File: src/design/dti_pkg.sv
// dti_pkg: shared constants, codes and types of the decision tree inference unit
// no dependencies; compiled first
package dti_pkg;

    // table and value sizes
    localparam int MAX_NODES    = 256;
    localparam int NODE_W       = $clog2(MAX_NODES);
    localparam int NUM_FEATURES = 16;
    localparam int FEAT_W       = $clog2(NUM_FEATURES);
    localparam int VALUE_W      = 32;
    localparam int STEP_W       = 9;
    localparam int REQ_W        = 2;
    localparam int STATUS_W     = 2;

    // command queue between front and back
    localparam int QUEUE_DEPTH = 2;
    localparam int PTR_W       = $clog2(QUEUE_DEPTH);
    localparam int CNT_W       = $clog2(QUEUE_DEPTH + 1);

    // apb register file
    localparam int APB_ADDR_W = 3;
    localparam int APB_DATA_W = 32;
    localparam int REG_IDX_W  = APB_ADDR_W - 2;
    localparam logic [REG_IDX_W-1:0] REG_MAX_WALK_STEPS = '0;
    localparam logic [STEP_W-1:0]    MAX_STEPS_RST      = STEP_W'(256);

    // request type codes
    localparam logic [REQ_W-1:0] REQ_NODE_WR  = 2'd0;
    localparam logic [REQ_W-1:0] REQ_FEAT_WR  = 2'd1;
    localparam logic [REQ_W-1:0] REQ_CLASSIFY = 2'd2;

    // result status codes
    localparam logic [STATUS_W-1:0] ST_ACK   = 2'd0;
    localparam logic [STATUS_W-1:0] ST_PRED  = 2'd1;
    localparam logic [STATUS_W-1:0] ST_LIMIT = 2'd2;

    // decoded operation handed from front to back
    typedef enum logic [1:0] {
        OP_NOP,
        OP_NODE_WR,
        OP_FEAT_WR,
        OP_CLASSIFY
    } cmd_op_t;

    // link half of a node table entry
    typedef struct packed {
        logic              terminal;
        logic              categorical;
        logic [FEAT_W-1:0] feature;
        logic [NODE_W-1:0] left;
        logic [NODE_W-1:0] right;
    } node_link_t;

    // value half of a node table entry
    typedef struct packed {
        logic signed [VALUE_W-1:0] split;
        logic signed [VALUE_W-1:0] pred;
    } node_value_t;

    // queued command
    typedef struct packed {
        cmd_op_t                   op;
        logic [NODE_W-1:0]         node_index;
        node_link_t                link;
        node_value_t               value;
        logic [FEAT_W-1:0]         feature_index;
        logic signed [VALUE_W-1:0] feature_value;
    } cmd_t;

endpackage

File: src/design/dti_if.sv
// dti_req_if and dti_res_if: valid/ready channels of the inference unit
// depends on dti_pkg
interface dti_req_if;
    import dti_pkg::*;

    logic                      valid;
    logic                      ready;
    logic [REQ_W-1:0]          req_type;
    logic [NODE_W-1:0]         node_index;
    logic                      node_terminal;
    logic                      node_categorical;
    logic [FEAT_W-1:0]         node_feature;
    logic signed [VALUE_W-1:0] node_split_value;
    logic [NODE_W-1:0]         node_left;
    logic [NODE_W-1:0]         node_right;
    logic signed [VALUE_W-1:0] node_prediction;
    logic [FEAT_W-1:0]         feature_index;
    logic signed [VALUE_W-1:0] feature_value;

    modport source (
        output valid, req_type, node_index, node_terminal, node_categorical, node_feature,
               node_split_value, node_left, node_right, node_prediction, feature_index,
               feature_value,
        input  ready
    );
    modport sink (
        input  valid, req_type, node_index, node_terminal, node_categorical, node_feature,
               node_split_value, node_left, node_right, node_prediction, feature_index,
               feature_value,
        output ready
    );
endinterface


File: src/design/dti_front.sv
// dti_front: accepts requests, decodes the request type and queues commands
// depends on dti_pkg and dti_req_if
module dti_front (
    input  logic           clk,
    input  logic           rst_n,
    dti_req_if.sink        req,
    output logic           cmd_valid,
    output dti_pkg::cmd_t  cmd,
    input  logic           cmd_pop
);
    import dti_pkg::*;

    cmd_t             entry_reg [QUEUE_DEPTH];
    logic [PTR_W-1:0] wr_ptr_reg, wr_ptr_next;
    logic [PTR_W-1:0] rd_ptr_reg, rd_ptr_next;
    logic [CNT_W-1:0] count_reg, count_next;
    cmd_t             dec_cmd;
    logic             push;
    logic             pop;

    // decode the incoming request
    always_comb
    begin
        dec_cmd.node_index          = req.node_index;
        dec_cmd.link.terminal       = req.node_terminal;
        dec_cmd.link.categorical    = req.node_categorical;
        dec_cmd.link.feature        = req.node_feature;
        dec_cmd.link.left           = req.node_left;
        dec_cmd.link.right          = req.node_right;
        dec_cmd.value.split         = req.node_split_value;
        dec_cmd.value.pred          = req.node_prediction;
        dec_cmd.feature_index       = req.feature_index;
        dec_cmd.feature_value       = req.feature_value;
        case (req.req_type)
            REQ_NODE_WR:  dec_cmd.op = OP_NODE_WR;
            REQ_FEAT_WR:  dec_cmd.op = OP_FEAT_WR;
            REQ_CLASSIFY: dec_cmd.op = OP_CLASSIFY;
            default:      dec_cmd.op = OP_NOP;
        endcase
    end

    // queue handshake
    assign req.ready = (count_reg != CNT_W'(QUEUE_DEPTH));
    assign push      = req.valid && req.ready;
    assign cmd_valid = (count_reg != '0);
    assign pop       = cmd_pop && cmd_valid;
    assign cmd       = entry_reg[rd_ptr_reg];

    // pointer and fill count update
    always_comb
    begin
        wr_ptr_next = push ? PTR_W'(wr_ptr_reg + 1'b1) : wr_ptr_reg;
        rd_ptr_next = pop ? PTR_W'(rd_ptr_reg + 1'b1) : rd_ptr_reg;
        count_next  = count_reg;
        if (push && !pop)
        begin
            count_next = CNT_W'(count_reg + 1'b1);
        end
        else if (pop && !push)
        begin
            count_next = CNT_W'(count_reg - 1'b1);
        end
    end

    always_ff @(posedge clk or negedge rst_n)
    begin
        if (!rst_n)
        begin
            wr_ptr_reg <= '0;
            rd_ptr_reg <= '0;
            count_reg  <= '0;
        end
        else
        begin
            wr_ptr_reg <= wr_ptr_next;
            rd_ptr_reg <= rd_ptr_next;
            count_reg  <= count_next;
        end
    end

    // queue storage
    always_ff @(posedge clk)
    begin
        if (push)
        begin
            entry_reg[wr_ptr_reg] <= dec_cmd;
        end
    end

endmodule

File: src/flat_wrapper.sv
// flat-port wrapper written by rule: the top's interface ports become plain ports
module dti_front_flat import dti_pkg::*;
  (clk, rst_n, cmd_valid, cmd, cmd_pop, req_valid, req_req_type, req_node_index, req_node_terminal, req_node_categorical, req_node_feature, req_node_split_value, req_node_left, req_node_right, req_node_prediction, req_feature_index, req_feature_value, req_ready);
  dti_req_if req_i ();
  input  logic clk;
  input  logic rst_n;
  output logic cmd_valid;
  output dti_pkg::cmd_t cmd;
  input  logic cmd_pop;
  input wire logic [$bits(req_i.valid)-1:0] req_valid;
  input wire logic [$bits(req_i.req_type)-1:0] req_req_type;
  input wire logic [$bits(req_i.node_index)-1:0] req_node_index;
  input wire logic [$bits(req_i.node_terminal)-1:0] req_node_terminal;
  input wire logic [$bits(req_i.node_categorical)-1:0] req_node_categorical;
  input wire logic [$bits(req_i.node_feature)-1:0] req_node_feature;
  input wire logic [$bits(req_i.node_split_value)-1:0] req_node_split_value;
  input wire logic [$bits(req_i.node_left)-1:0] req_node_left;
  input wire logic [$bits(req_i.node_right)-1:0] req_node_right;
  input wire logic [$bits(req_i.node_prediction)-1:0] req_node_prediction;
  input wire logic [$bits(req_i.feature_index)-1:0] req_feature_index;
  input wire logic [$bits(req_i.feature_value)-1:0] req_feature_value;
  output wire logic [$bits(req_i.ready)-1:0] req_ready;
  assign req_i.valid = req_valid;
  assign req_i.req_type = req_req_type;
  assign req_i.node_index = req_node_index;
  assign req_i.node_terminal = req_node_terminal;
  assign req_i.node_categorical = req_node_categorical;
  assign req_i.node_feature = req_node_feature;
  assign req_i.node_split_value = req_node_split_value;
  assign req_i.node_left = req_node_left;
  assign req_i.node_right = req_node_right;
  assign req_i.node_prediction = req_node_prediction;
  assign req_i.feature_index = req_feature_index;
  assign req_i.feature_value = req_feature_value;
  assign req_ready = req_i.ready;
  dti_front u_core (.clk(clk), .rst_n(rst_n), .req(req_i), .cmd_valid(cmd_valid), .cmd(cmd), .cmd_pop(cmd_pop));
endmodule
File: config.mk
export PLATFORM = sky130hd
export DESIGN_NAME = dti_front_flat
export DESIGN_NICKNAME = d
export VERILOG_FILES = /design/src/design/dti_pkg.sv /design/src/design/dti_if.sv /design/src/design/dti_front.sv /design/src/flat_wrapper.sv
export SDC_FILE = /design/constraint.sdc
export NUM_CORES = 1
export LEC_CHECK = 0
export ABC_AREA = 1
export BUFFER_PORTS_ARGS = -buffer_cell sky130_fd_sc_hd__buf_2
export CELL_PAD_IN_SITES_DETAIL_PLACEMENT = 0
export CELL_PAD_IN_SITES_GLOBAL_PLACEMENT = 2
export CORE_MARGIN = 2
export CORE_UTILIZATION = 34
export DETAILED_ROUTE_END_ITERATION = 10
export HOLD_SLACK_MARGIN = 0.02
export PLACE_DENSITY = 0.79
export SETUP_SLACK_MARGIN = 0.15
export SKIP_LAST_GASP = 1
export SYNTH_ARGS = -nofsm -noshare
export SYNTH_HDL_FRONTEND = slang
export SYNTH_SLANG_ARGS = --single-unit
export TNS_END_PERCENT = 1
File: constraint.sdc
create_clock -name clk -period 8.7 [get_ports clk]
set_input_delay 1.74 -clock clk [delete_from_list [all_inputs] [get_ports clk]]
set_output_delay 1.74 -clock clk [all_outputs]
set_load 0.005 [all_outputs]
==> metrics <==
Worst Hold Depth 1; final non-filler cell total 1410; RSZ-0062 raised after global routing no; fin crit period 4.82 ns; slowest CP cell buf_4; Slew @ Worst Pin 1.07 ns; Post-Syn Area 9890 µm²; CP Launch Type register; max-cap viol count 0; max reg flops 264; total CTS buffers 28; register area share after synthesis 0.811; CP arrival 3.08 ns; Clock Latency Late Sink 0.53 ns; Post-Syn Area per Cell 13.6 µm²; DR WL/cell 15.5 µm; GRT overflow 0; post-synthesis async set-or-reset flop share 0.0149; critical path's most frequent cell nand2_1; most instantiated library cell after synthesis nand2_1; Min Hold Slack 0.495 ns; Worst setup EP type output pin; Final setup viols 0; Yosys top cell by area edfxtp_1; vias in the first global route 5940; Pre-antenna DRT Iters 4; worst hold endpoint u_core.count_reg[0]; first-pass GRT wire length 32.8 mm; Die Footprint 30500 µm²; Synth Register Bits 268; Slew headroom 0.284; Fin Setup TNS 0 ns; Final Skew 0.0110 ns; FF-to-FF Start u_core.count_reg[0]; CP Max Fanout 68; largest net degree at the start of global routing 82; cell count after synthesis 725; DRC 0; clk root buf clkbuf_16; CTS max path bufs 3; CP Cell Sequence inv_4 -> buf_4 -> nand2_1 -> nand2_1 -> buf_2; I/O Buffers 269; outcome completed; EDFF count, synth 264; initial DRC count 416; Max H-tree Level 1; Routability Congestion 0.743; die height 175 µm; total power density per cell area 333 nW/µm²; Initial Util 0.345; Leak Pwr 5.33 nW; slowest stage delay, CP 0.72 ns; Synth top area share 0.801; layout cell share with drive strength beyond 1 0.309; row count 62; fin crit share 0.554; Hold Crit Class reg -> reg; Final ANT Viol Nets 0; placeable core region 28700 µm²; final hold vios 0; vias per inst 4.32; ranking of synthesized cells by area edfxtp_1, nand2_1, buf_6; required time of the critical path 6.96 ns; Max VDD drop 0.000175 V; die extent in x 175 µm; Detail Placement HPWL 13.6 mm; TritonCTS clock tree done; Syn-to-layout area delta 26.0%; Worst-path clk slew 0.06 ns; Final Max Tran Viols 0; GRT Util Overall 0.138; Core Util, Final 0.434; Synth Warn # 0; crit path kind reg -> out; Synthesized Nets 865; Yosys cell types 14; Most used DFF post-synth edfxtp_1; RR Endpoint u_core.entry_reg[1][6]; Worst Hold Launch u_core.count_reg[0]; Final #Nets 1141; Post-CTS Resized 0; Fmax 0.208 GHz; R2R cell count 5; top cells by count, synth nand2_1, edfxtp_1, buf_2; initial antenna violation count 4; hold_buf cts 0; IO Pins 270; final WL 21.9 mm; vias post-DR 6086; Clock Sink Count 268; postcts setup bufs 0; placed cell count 1355; register-to-register setup slack 6.42 ns
==> report_power, final <==
part / internal (mW) / switching (mW)
logic: 0.401 / 0.753
clock network: 0.662 / 0.467
registers: 1.77 / 0.101
==> how the worst max path moves through the flow <==
stage,to,start,slack [ns],cells after the start
floorplan,u_core.entry_reg[0][0],req_valid,0.74,2
global placement,cmd[80],u_core.rd_ptr_reg,4.32,5
detailed placement,cmd[80],u_core.rd_ptr_reg,4.31,5
CTS,cmd[80],u_core.rd_ptr_reg,3.72,5
global route,cmd[80],u_core.rd_ptr_reg,3.59,5
finish,cmd[80],u_core.rd_ptr_reg,3.88,5
==> through the flow <==
stage | power [mW] | worst slack (ns) | cell area [µm²]
final | 4.15 | 3.88 | 12500
after global routing | 4.43 | 3.59 | 12500
after CTS | 4.25 | 3.72 | 12500
after detailed placement | 3.10 | 4.31 | 11600
after global placement | 3.09 | 4.32 | 11600
after floorplan | 2.59 | 0.743 | 9890
==> cells in the final DEF (no fill, tap or decap) <==
cell          n
nor2_1        2
ha_1          4
clkinv_2      4
inv_1         8
clkinv_4      1
nor2_4        2
dfrtp_4       1
buf_4         6
buf_2       269
clkinv_1     11
edfxtp_1    264
xnor2_1       1
xor2_1        1
dfrtp_1       3
clkbuf_1      4
inv_4         1
clkinvlp_4    1
diode_2       3
bufinv_16     2
nand3_1       2
nand2_1     406
nand4_1       1
clkbuf_16    29
==> cell families after synthesis <==
logic type	synth area share
XOR/XNOR	0.00177
adder cells (fa/ha/maj)	0.00506
buffers and inverters	0.0245
flip-flops	0.811
AND/OR/NAND/NOR	0.157
==> metal layers <==
metal	up-vias	wire, µm	track usage
met5	-	24	0
met4	4	677	0.0490
met3	52	1440	0.0337
met2	193	10600	0.229
met1	2833	9110	0.176
li1	3004	-	-
==> worst max-delay path: cells and delay by family (launching register included) <==
kind / cells / cell delay [ns]
buffers and inverters: 3 / 1.47
flip-flops: 1 / 0.71
AND/OR/NAND/NOR: 2 / 0.25
==> cell type report <==
| cell class | count | area (µm²) |
|---|---|---|
| fillers | 2692 | 16200 |
| flip-flops and latches | 268 | 8030 |
| multi-input cells | 419 | 1640 |
| repair buffers | 275 | 1390 |
| clock buffers | 33 | 741 |
| well taps | 384 | 480 |
| clock inverters | 19 | 138 |
| inverters | 9 | 36.3 |
| diodes | 3 | 7.51 |
No activity file was read; power rests on OpenSTA's default activity.
